**src/rtl/bsmh_pkg.sv**
```systemverilog
package bsmh_pkg;

    typedef enum logic [2:0] {
        ST_LOAD,
        ST_SORT,
        ST_DP,
        ST_PICK,
        ST_EMIT
    } state_t;

    // Sorted box as held in one cell.
    typedef struct packed {
        logic [15:0] largest;
        logic [15:0] middle;
        logic [15:0] small_side;
        logic [6:0]  arrival;
        logic [31:0] area;
        logic        valid;
    } box_t;

endpackage

```
**src/rtl/bsmh_cell.sv**
```systemverilog
// One slot of the insertion-sort chain. A new box enters at the left; each
// cell keeps the box that sorts first and passes the other to its right
// neighbor. Boxes order by area, then by arrival, so ties keep arrival order.
module bsmh_cell
    import bsmh_pkg::*;
(
    input  logic clk,
    input  logic rst_n,
    input  logic clear,
    input  box_t box_in,
    output box_t box_out,
    output box_t held
);

    box_t held_reg;
    box_t held_next;
    box_t pass_reg;
    box_t pass_next;

    always_comb
    begin
        held_next = held_reg;
        pass_next = box_in;
        if (clear)
        begin
            held_next.valid = 1'b0;
            pass_next.valid = 1'b0;
        end
        else if (box_in.valid)
        begin
            if (!held_reg.valid)
            begin
                held_next = box_in;
                pass_next.valid = 1'b0;
            end
            else if (box_in.area < held_reg.area
                     || (box_in.area == held_reg.area
                         && box_in.arrival < held_reg.arrival))
            begin
                held_next = box_in;
                pass_next = held_reg;
            end
        end
    end

    always_ff @(posedge clk or negedge rst_n)
    begin
        if (!rst_n)
        begin
            held_reg.valid <= 1'b0;
            pass_reg.valid <= 1'b0;
        end
        else
        begin
            held_reg <= held_next;
            pass_reg <= pass_next;
        end
    end

    // payload bits need no reset
    assign box_out = pass_reg;
    assign held    = held_reg;

endmodule

```
**config.mk**
```make
export PLATFORM = sky130hd
export DESIGN_NAME = bsmh_cell
export DESIGN_NICKNAME = d
export VERILOG_FILES = /design/src/rtl/bsmh_pkg.sv /design/src/rtl/bsmh_cell.sv
export SDC_FILE = /design/constraint.sdc
export NUM_CORES = 1
export LEC_CHECK = 0
export BUFFER_PORTS_ARGS = -buffer_cell sky130_fd_sc_hd__buf_2
export CAP_MARGIN = 20
export CORE_MARGIN = 5
export CORE_UTILIZATION = 53
export CTS_CLUSTER_DIAMETER = 100
export CTS_CLUSTER_SIZE = 30
export DETAILED_ROUTE_END_ITERATION = 6
export PLACE_DENSITY = 0.81
export SETUP_SLACK_MARGIN = 0.02
export SLEW_MARGIN = 25
export SYNTH_ARGS = -nofsm -noshare
export SYNTH_HDL_FRONTEND = slang
export SYNTH_SLANG_ARGS = --single-unit
```
**constraint.sdc**
```tcl
create_clock -name clk -period 6 [get_ports clk]
set_clock_uncertainty 0.2 [all_clocks]
set_input_delay 0.6 -clock clk [delete_from_list [all_inputs] [get_ports clk]]
set_output_delay 0.6 -clock clk [all_outputs]
set_load 0.03 [all_outputs]
```
# Word-level counts from Yosys, hierarchy flattened
# Cells that the tools add are included.
[word_totals] out_inout_bits=176 ff_bits=176 elab_cells=31 inputBits=91
[op_classes] muxes=10 eq_ne=2 magnitude_cmp=2 reduce_logical=4 bitwise=1
[ops] cell="$mux 88" n=4
[ops] cell="$mux 87" n=2
[ops] cell="$eq 32x32->1" n=1
[ops] cell="$lt 32x32->1" n=1
[ops] cell="$lt 7x7->1" n=1
[ops] cell="$mux 1" n=4
[ops] cell="$reduce_and 4->1" n=1
[ops] cell="$ne 2x1->1 const B" n=1
[ops] cell="$reduce_bool 2->1" n=1
[ops] cell="$logic_and 1x1->1" n=1
[ops] cell="$logic_or 1x1->1" n=1
[ops] cell="$not 1->1" n=1

# Logic depth before layout (Yosys ltp)
[logic_depth] ltp_word=7 mapped_depth=11 depth_no_buf=8

# Worst setup path before layout
# OpenSTA, ideal clock, no wires.
[synth_timing] path_kind="flip-flop to flip-flop" from="reg held_reg (netlist bit held[32])" to="reg held_reg (netlist bit held[10]) (enable)" setup_slack_ps=1114 path_stages_with_launch=11 arrival_ps=4230 synth_period_minus_slack_ps=4886 path_buffers=2 setup_ps=456 required_time_ps=5344 cell_sequence="edfxtp_1 > inv_1 > ha_1 > nand4_2 > nor4_4 > nand3_2 > or2_1 > clkbuf_1 > buf_2 > o211ai_1 > and3_1"
[synth_via] elab_chain_len=5 elab_cells_between_ends=6 classes_between="order compare (1); eq/ne (2); reduce/logical (3)"
[synth_lines] item="from (decl)" line_no="bsmh_cell.sv:15" text="box_t held_reg;"
[synth_lines] item="from (signal assigned)" line_no="bsmh_cell.sv:55" text="held_reg <= held_next;"
[synth_lines] item="parallel branches: the longest is 2 deep, another holds $lt 32x32->1"
[synth_lines] item="$logic_or 1x1->1 (*)" line_no="bsmh_cell.sv:37" text="|| (box_in.area == held_reg.area"
[synth_lines] item="$ne 2x1->1 (no source line) (*)"
[synth_lines] item="$reduce_and 4->1 (no source line) (*)"
# Every way passes the cells marked *.
# A chain may end at the register's enable or synchronous reset.

==> impl_metrics.toml <==
[min_path]
worstHoldPathType = "in -> async"

[die]
io_pins = 267
rows = 49
design.die.area_sq_um = 21200
fp.dieH_um = 145
coreArea_sq_um = 18000
initial_core_util_pct = 53.9
fp.dieW_um = 145

[grt]
grt_antenna_before_repair = 3
grt_pass1_wl_mm = 45.5
grt_util_all_layers_pct = 25.9
grt_max_degree = 97
overflow = 0
grt_pass1_vias = 8402

[logic_synthesis]
async_reset_ff_share_pct = 1.14
syn_area_sq_um = 9720
ys_seq_area_share_pct = 54.3
synth_area_per_cell_sq_um = 10.4
synth_area_leaders = "edfxtp_1 (54%), nand2_1 (7.1%), o31ai_1 (6.6%)"
yosys-top-cells-count = "nand2_1 (183), edfxtp_1 (174), nand3_1 (89)"
synth_cell_types = 36
synth_edf_count = 174
synthCells = 934
syn-num-nets = 1063
yosys.area.top_type_share_pct = 53.7
ys.warnings.count = 0
ys.flop_type = "edfxtp_1"
synth_area_leader_cell = "edfxtp_1"
ys_seq_elements = 176
yosys.cell_count.top_type = "nand2_1"

[clock_tree]
cts_buffer_depth = 2
cts-resized-gates = 0
htree_levels = 4
post_cts_buffers = 0
ctsHoldBuffers = 0
insertion_delay_ns = 0.43
cts_buffers = 17
cts.sinks = 176
path_clk_slew_ns = 0.07
cts_root_buf = "clkbuf_16"
cts_tree = "built"

[drt]
routed_via_density = 6.58
drc = 0
vias = 9074
drt_iter0_markers = 1093
drt_pass1_iterations = 6
drt-total-wl_mm = 29.1
postRouteAntennaNets = 0
wl_per_cell_um = 21.1

[finish]
multi_input_area_sq_um = 3970
fill_cells = 1415
fin_nets = 1266
area_growth_pct = 20.6
final_area_sq_um = 11700
drive_above_1_share_pct = 27.5
regArea_sq_um = 5280

[pwr]
cellLeakagePower_nw = 4.58
worst_ir_drop_vdd_mv = 0.195
power_density_nw_per_um2 = 266

[placement]
post-dp-hpwl_mm = 17.9
portBuffers = 266
dpl_cell_area_sq_um = 11100
gp_congestion = 0.811

[critical_path]
endpoint_kind = "flip-flop"
worstPathRequired_ns = 6.00
crit_path_start_kind = "flip-flop"
crit_arrival_ns = 4.06
critical_path.max_fanout = 92
worstSetupPathType = "reg -> reg"

[timing]
max_slew_margin_pct = 31.0
max_freq_mhz = 246
fin_setup_tns_ns = 0
tightestPinTransition_ns = 1.03
setup_viol = 0
slew_viol_final = 0
post-route-min-period_ns = 4.07
rsz0062_at_grt = "false"
finalCritPeriodShare_pct = 67.8
hold_viol_final = 0

[run_status]
status = "completed"

[flow_run]
cap_violations = 0
-- critical path, stage by stage, from the launching register on --
cell      delay, ns
edfxtp_1       0.40
inv_1          0.06
ha_1           0.31
nand4_1        0.18
nor4_4         0.45
o211a_4        0.82
buf_4          0.87
a31oi_1        0.20
o311ai_0       0.16
-- metal layers --
metal	share of wire, %	global-route usage (%)
met2	47	41.7
met5	0.093	0
met1	39	34.3
met4	2.5	8.91
met3	11	6.82
-- placed cells by master, fill, tap and decap left out, drive strengths merged, types with 5 or more instances in the layout --
| cell type | netlist | layout |
|---|---|---|
| buf | 22 | 278 |
| nand2 | 183 | 183 |
| edfxtp | 174 | 174 |
| nand3 | 90 | 90 |
| o311ai | 87 | 87 |
| o31ai | 86 | 86 |
| a31oi | 86 | 86 |
| inv | 41 | 44 |
| ha | 38 | 38 |
| clkbuf | 72 | 18 |
| a21oi | 15 | 15 |
| nand4 | 7 | 7 |
| clkinv | 0 | 7 |
| nor2 | 5 | 5 |
-- kinds of logic after synthesis --
group	share of synthesized area (%)
simple gates	13.2
compound gates	22.2
flops	54.3
buf+inv	5.46
fa+ha+maj	4.89
-- final cells by class --
cell class / count / share of cell area, %
Antenna cell: 1 / 0.0213
Inverter: 41 / 1.32
Tap cell: 229 / 2.44
Sequential cell: 176 / 45.0
Multi-Input combinational cell: 623 / 33.9
Clock buffer: 18 / 3.66
Clock inverter: 14 / 1.39
Timing Repair Buffer: 278 / 12.3
-- report_power, final --
part	switching (W)	internal, W	leakage, nW	total, W
Sequential	0.0000259	0.00143	1.66	0.00146
Clock	0.000496	0.000656	0.288	0.00115
Combinational	0.000357	0.000156	2.64	0.000512
-- final timing paths --
path / from / cells after the start / to / slack (ns)
worst max-delay path: held[28]$_DFFE_PP_ / 8 / box_out[85]$_DFFE_PP_ / 1.93
worst min-delay path: rst_n / 1 / held[0]$_DFFE_PN0P_ / 0.02
worst max register to register: held[28]$_DFFE_PP_ / 8 / box_out[85]$_DFFE_PP_ / 1.93
worst min register to register: held[0]$_DFFE_PN0P_ / 2 / held[0]$_DFFE_PN0P_ / 0.42
max in group asynchronous: rst_n / 2 / box_out[0]$_DFF_PN0_ / 4.46
min in group clk: clear / 2 / held[0]$_DFFE_PN0P_ / 0.14
-- per-stage QoR --
step / setup WS, ns / util, % / hold slack, ns / total power [W] / instances
2_1_floorplan: 1.11 / - / 0.104 / 0.00180 / 934
3_3_place_gp: 1.81 / 61.6 / 0.398 / 0.00197 / 1346
3_5_place_dp: 1.68 / 61.6 / 0.407 / 0.00199 / 1346
4_1_cts: 1.97 / 64.9 / 0.0154 / 0.00312 / 1378
5_1_grt: 1.75 / 65.0 / 0.0190 / 0.00323 / 1380
6_report: 1.93 / 65.0 / 0.0208 / 0.00312 / 1380
Note: power is estimated with default switching activity, not from simulation.
