### src/rtl/bsmh_pkg.sv
package bsmh_pkg;

    typedef enum logic [2:0] {
        ST_LOAD,
        ST_SORT,
        ST_DP,
        ST_PICK,
        ST_EMIT
    } state_t;

    // Sorted box as held in one cell.
    typedef struct packed {
        logic [15:0] largest;
        logic [15:0] middle;
        logic [15:0] small_side;
        logic [6:0]  arrival;
        logic [31:0] area;
        logic        valid;
    } box_t;

endpackage

### src/rtl/bsmh_dp_cell.sv
// DP slot for one sorted box: compares against a candidate box j broadcast
// each cycle and keeps the strictly tallest chain ending here.
module bsmh_dp_cell
    import bsmh_pkg::*;
#(
    parameter int IDX_BITS = 6
)
(
    input  logic                clk,
    input  logic                start,
    input  logic                active,
    input  box_t                me,
    input  logic [IDX_BITS-1:0] j_idx,
    input  logic [15:0]         j_large,
    input  logic [15:0]         j_middle,
    input  logic [21:0]         j_height,
    input  logic [6:0]          j_len,
    output logic [21:0]         height,
    output logic [IDX_BITS-1:0] link,
    output logic [6:0]          len
);

    logic [21:0]         height_reg, height_next;
    logic [IDX_BITS-1:0] link_reg, link_next;
    logic [6:0]          len_reg, len_next;
    logic [21:0]         cand;

    assign cand = j_height + 22'(me.small_side);

    always_comb
    begin
        height_next = height_reg;
        link_next   = link_reg;
        len_next    = len_reg;
        if (start)
        begin
            height_next = 22'(me.small_side);
            link_next   = '0;
            len_next    = (me.small_side != 16'd0) ? 7'd1 : 7'd0;
        end
        else if (active && me.largest >= j_large && me.middle >= j_middle
                 && cand > height_reg)
        begin
            height_next = cand;
            link_next   = j_idx;
            len_next    = j_len + 7'd1;
        end
    end

    always_ff @(posedge clk)
    begin
        height_reg <= height_next;
        link_reg   <= link_next;
        len_reg    <= len_next;
    end

    assign height = height_reg;
    assign link   = link_reg;
    assign len    = len_reg;

endmodule

### config.mk
export PLATFORM = sky130hd
export DESIGN_NAME = bsmh_dp_cell
export DESIGN_NICKNAME = d
export VERILOG_FILES = /design/src/rtl/bsmh_pkg.sv /design/src/rtl/bsmh_dp_cell.sv
export SDC_FILE = /design/constraint.sdc
export NUM_CORES = 1
export LEC_CHECK = 0
export BUFFER_PORTS_ARGS = -buffer_cell sky130_fd_sc_hd__buf_2
export CORE_MARGIN = 3
export CORE_UTILIZATION = 47
export CTS_CLUSTER_DIAMETER = 80
export DETAILED_ROUTE_END_ITERATION = 10
export PLACE_DENSITY = 0.84
export SYNTH_ARGS = -nofsm -noshare
export SYNTH_HDL_FRONTEND = slang
export SYNTH_SLANG_ARGS = --single-unit
### constraint.sdc
create_clock -name clk -period 6.47 [get_ports clk]
set_input_delay 0.647 -clock clk [delete_from_list [all_inputs] [get_ports clk]]
set_output_delay 0.647 -clock clk [all_outputs]
set_load 0.02 [all_outputs]
# Word level (Yosys, flattened, before mapping)
# Index checks and enable logic that the tools add are counted.
# word_totals
ff_bits	35
in_bits	158
output_inout_bits	35
elab_cells	19
# op_classes
n_addsub	2
magnitude_cmp	3
muxes	5
n_reduce_logical	5
# ops
op	count
$ge A16 B16 Y1	2
$mux W16	2
$add A22 B16 Y22	1
$gt A22 B22 Y1	1
$reduce_bool A16 Y1	1
$mux W7	2
$add A7 B1 Y7 const B	1
$logic_and A1 B1 Y1	3
$reduce_bool A2 Y1	1
$mux W1	1

# Logic depth before layout (Yosys ltp)
# depth
word_depth	6
mapped_depth	18
ltp_nobuf	17

# Least setup slack after synthesis
# Ideal clock, no wire load.
# synth_timing
path_kind	input port to flip-flop
start	in me[40] (netlist name)
end	reg height_reg[0] (netlist: height[0]), enable pin
setup_ns	0.380
arrival_time_ns	4.285
t_required_ns	6.090
setup_slack_ns	1.805
cell_stages	18
path_buffers	1
cell_sequence	ha_1 -> fa_1 -> a21oi_1 -> nor2_1 -> o21ai_1 -> a21o_1 -> a21boi_0 -> and2_1 -> or2_2 -> ha_1 -> nand4_1 -> nor4_1 -> o31ai_1 -> nand4_1 -> o211a_1 -> buf_2 -> nand2_1 -> nand2_1
# synth_between
elab_chain_len	4
# synth_rtl
element	line_no	source
start: declaration	bsmh_dp_cell.sv:12	input box_t me,
$add A22 B16 Y22	bsmh_dp_cell.sv:28	assign cand = j_height + 22'(me.small_side);
via cand[20]	bsmh_dp_cell.sv:26	logic [21:0] cand;
$gt A22 B22 Y1	bsmh_dp_cell.sv:42	&& cand > height_reg)
$logic_and A1 B1 Y1	bsmh_dp_cell.sv:42	
$reduce_bool A2 Y1 (no line)	-	
end signal: assignment	bsmh_dp_cell.sv:52	height_reg <= height_next;
end: declaration	bsmh_dp_cell.sv:23	logic [21:0] height_reg, height_next;
# The timed path passes the listed nets, and every way through them passes these cells.
# A chain may end at the register's enable or synchronous reset.

# Worst setup path in the final report
# layout_timing
start	in me[40] (netlist name)
end	reg len_reg[0] (netlist: len[0]), enable pin
# layout_between
elab_chain_len	4
# layout_rtl
element	line_no	source
$add A22 B16 Y22	bsmh_dp_cell.sv:28	
via cand[20]	bsmh_dp_cell.sv:26	
$gt A22 B22 Y1	bsmh_dp_cell.sv:42	
$logic_and A1 B1 Y1	bsmh_dp_cell.sv:42	
$reduce_bool A2 Y1 (no line)	-	
end signal: assignment	bsmh_dp_cell.sv:54	len_reg <= len_next;
end: declaration	bsmh_dp_cell.sv:25	logic [6:0] len_reg, len_next;
# The timed path passes the listed nets, and every way through them passes these cells.

==> flow_metrics.tcl <==
set metrics [dict create \
    status "completed" \
    clk_latency_ns 0.29 \
    die_w_um 96.01 \
    drt_pass1_iterations 5 \
    synth_edf_count 23 \
    grt_use_met2 0.4209 \
    fin_nets 838 \
    worstPathArrival_ns 5.11 \
    cts-root-buf "clkbuf_8" \
    end_kind "flop" \
    io_buffer_count 152 \
    wirelength_mm 10.66 \
    maxSlewHeadroom 0.4263 \
    finalCritPeriodShare 0.7966 \
    h-tree-depth 2 \
    drt_iter0_drc 211 \
    setup.worst_path.class "in -> reg" \
    grt_first_pass_wirelength_mm 16.69 \
    cts.clk_slew.worst_paths_ns 0.07 \
    drv_slew 0 \
    min_path_cells 2 \
    synth_fp_nets 686 \
    drc 0 \
    synth_seq_cells 35 \
    rsz0062_at_grt "no" \
    synth_top_area_frac 0.2333 \
    ant_nets 0 \
    synth.area.top_cells "ha_1, edfxtp_1, dfxtp_1" \
    rows 32 \
    leakage_nw 2.493 \
    fp.coreArea_um2 7807 \
    max-cap-violations 0 \
    cts_tree "done" \
    dpl_cell_area_um2 4672 \
    start_util 0.4877 \
    antenna_found_initial 1 \
    use_met3 0.04691 \
    vias 3923 \
    critPathMaxFanout 23 \
    gr-max-usage-layer "met2" \
    start_kind "primary input" \
    synth_area_leader_cell "ha_1" \
    hold_viol 0 \
    fin_crit_ns 5.154 \
    setup_tns_ns 0 \
    grt_use_total 0.2289 \
    vdd_drop_max_mv 0.09645 \
    yosysWarnings 0 \
    post-cts-setup-buffer-count 0 \
    startpoint "me[40]" \
    p_per_area_nw_per_um2 180.0 \
    fillers 700 \
    grt_max_degree 24 \
    ff2ff_setup_slack_ns 3.37 \
    yosysUniqueCellTypes 50 \
    synthFlopType "edfxtp_1" \
    critical_path.endpoint "len[0]" \
    use_met1 0.2643 \
    clock_sinks 35 \
    place_congestion 0.8912 \
    hold_path.class "reg -> reg" \
    fmax_ghz 0.1940 \
    setup_viol 0 \
    grt-ovfl-total 0 \
    cp.required_ns 6.43 \
    reg2regPathDepth 10 \
    dieHeight_um 96.01 \
    largest_reg_flops 22 \
    worstMarginPinSlew_ns 0.8597 \
    die-area_um2 9217 \
    syn_avg_cell_area_um2 8.350 \
    stdcell_area_um2 4807 \
    grt_pass1_vias 3717 \
    reg2reg_from "height[19]" \
    r2r-end "len[0]" \
    wl_per_cell_um 14.97 \
    syn_to_final_growth_pct 26.26 \
    drive_above_1_share 0.2972 \
    synthesis.area_um2 3807 \
    syn_inst 456 \
    whs_ns 0.4820 \
    max-clock-path-buffers 2 \
    ctsHoldBuffers 0 \
    cts_resized 0 \
    cts_buffers 5 \
    ios 193 \
    ys_seq_area_frac 0.2445 \
    via_per_inst 5.510 \
    dpl.hpwl_mm 8.882 \
    clock_skew_ns 0.009529 \
    synthArstFlopShare 0 \
]
-- power by group --
part | internal (mW) | leakage [nW] | switching [mW]
registers | 0.263 | 0.325 | 0.00802
logic | 0.151 | 2.10 | 0.205
clock network | 0.154 | 0.0654 | 0.0839
total | 0.568 | 2.49 | 0.297
-- worst min-delay path by stage --
stage                       start       to  slack (ns)
after floorplan           link[0]  link[0]        0.55
after global placement    link[2]  link[2]        0.46
after detailed placement  link[4]  link[4]        0.47
after CTS                 link[4]  link[4]        0.48
after global routing      link[3]  link[3]        0.51
final                     link[1]  link[1]        0.48
-- layout by cell type (no fill, tap or decap), drive strengths merged, types with 2 or more instances in the layout --
cell     count
nor3         5
a211oi       7
nand4       12
nor2b        3
ha          71
a21boi       3
o21a         4
a21o        16
or2          2
nor4         6
o2111ai      2
mux2        12
nand2       39
a21oi       43
and2         3
o211a        3
xor2         8
nand2b       5
o211ai       2
buf        153
nor2        25
mux2i        2
o311a        2
nand3       14
o21ai       33
xnor2       13
bufinv       2
inv         62
dfxtp       12
clkbuf       6
a31oi        2
edfxtp      23
-- cell usage after synthesis (2+ instances only) --
master / count
dfxtp_1: 12
inv_1: 62
nor3_1: 5
clkbuf_1: 7
a21oi_1: 42
o2111ai_1: 2
edfxtp_1: 23
nand2b_1: 5
mux2_2: 11
and2_1: 3
nand2_1: 39
a21o_1: 15
o211a_1: 3
nand3_1: 14
ha_1: 71
a21boi_0: 3
a211oi_1: 7
o21ai_2: 2
nor2_1: 25
o21ai_0: 27
xnor2_1: 13
o311a_1: 2
o211ai_1: 2
a31oi_1: 2
nor2b_1: 3
xor2_1: 8
or2_2: 2
o21a_1: 4
o21ai_1: 4
nand4_1: 12
mux2i_1: 2
nor4_1: 6
-- metal layers --
metal	vias to the layer above	routed length (um)
met5	-	0
met4	0	244
met3	24	769
met2	144	5425
met1	1804	4218
li1	1951	-
-- final cells by class --
type	count	area, um2	share of cell area
Sequential cell	35	930.9	0.1936
Antenna cell	1	2.502	0.0005206
Multi-Input combinational cell	351	2613	0.5435
Tap cell	102	127.6	0.02655
Timing Repair Buffer	153	768.2	0.1598
Inverter	62	232.7	0.04841
Clock inverter	2	60.06	0.01249
Clock buffer	6	72.57	0.01510
-- critical path, stage by stage --
cell and delay [ns]:
buf_2 0.11, ha_1 0.23, fa_1 0.41, a21oi_1 0.21
nor2_1 0.09, o21ai_1 0.23, a21o_1 0.20, a21boi_0 0.11
and2_1 0.20, or2_2 0.27, ha_1 0.30, nand4_1 0.20
nor4_1 0.51, o31ai_1 0.20, nand4_1 0.16, o211a_1 0.35
nand2_1 0.19, nand2_1 0.13, buf_4 0.34
-- through the flow --
step                  util  worst slack, ns  instances  power [mW]
floorplan                -            1.805        456      0.5110
global placement    0.5984            1.148        703      0.6127
detailed placement  0.5984            1.123        703      0.6287
CTS                 0.6154            1.387        711      0.8687
global route        0.6157           0.9550        712      0.9267
finish              0.6157            1.316        712      0.8652
-- cell families after synthesis --
kind of cell / share of synthesized area
AOI/OAI and AO/OA: 0.2067
adders and majority gates: 0.2386
xor gates and xnor gates: 0.04831
DFF: 0.2445
buffers and inverters: 0.06934
muxes: 0.04173
and+or+nand+nor: 0.1508
No activity file was read; power rests on OpenSTA's default activity.
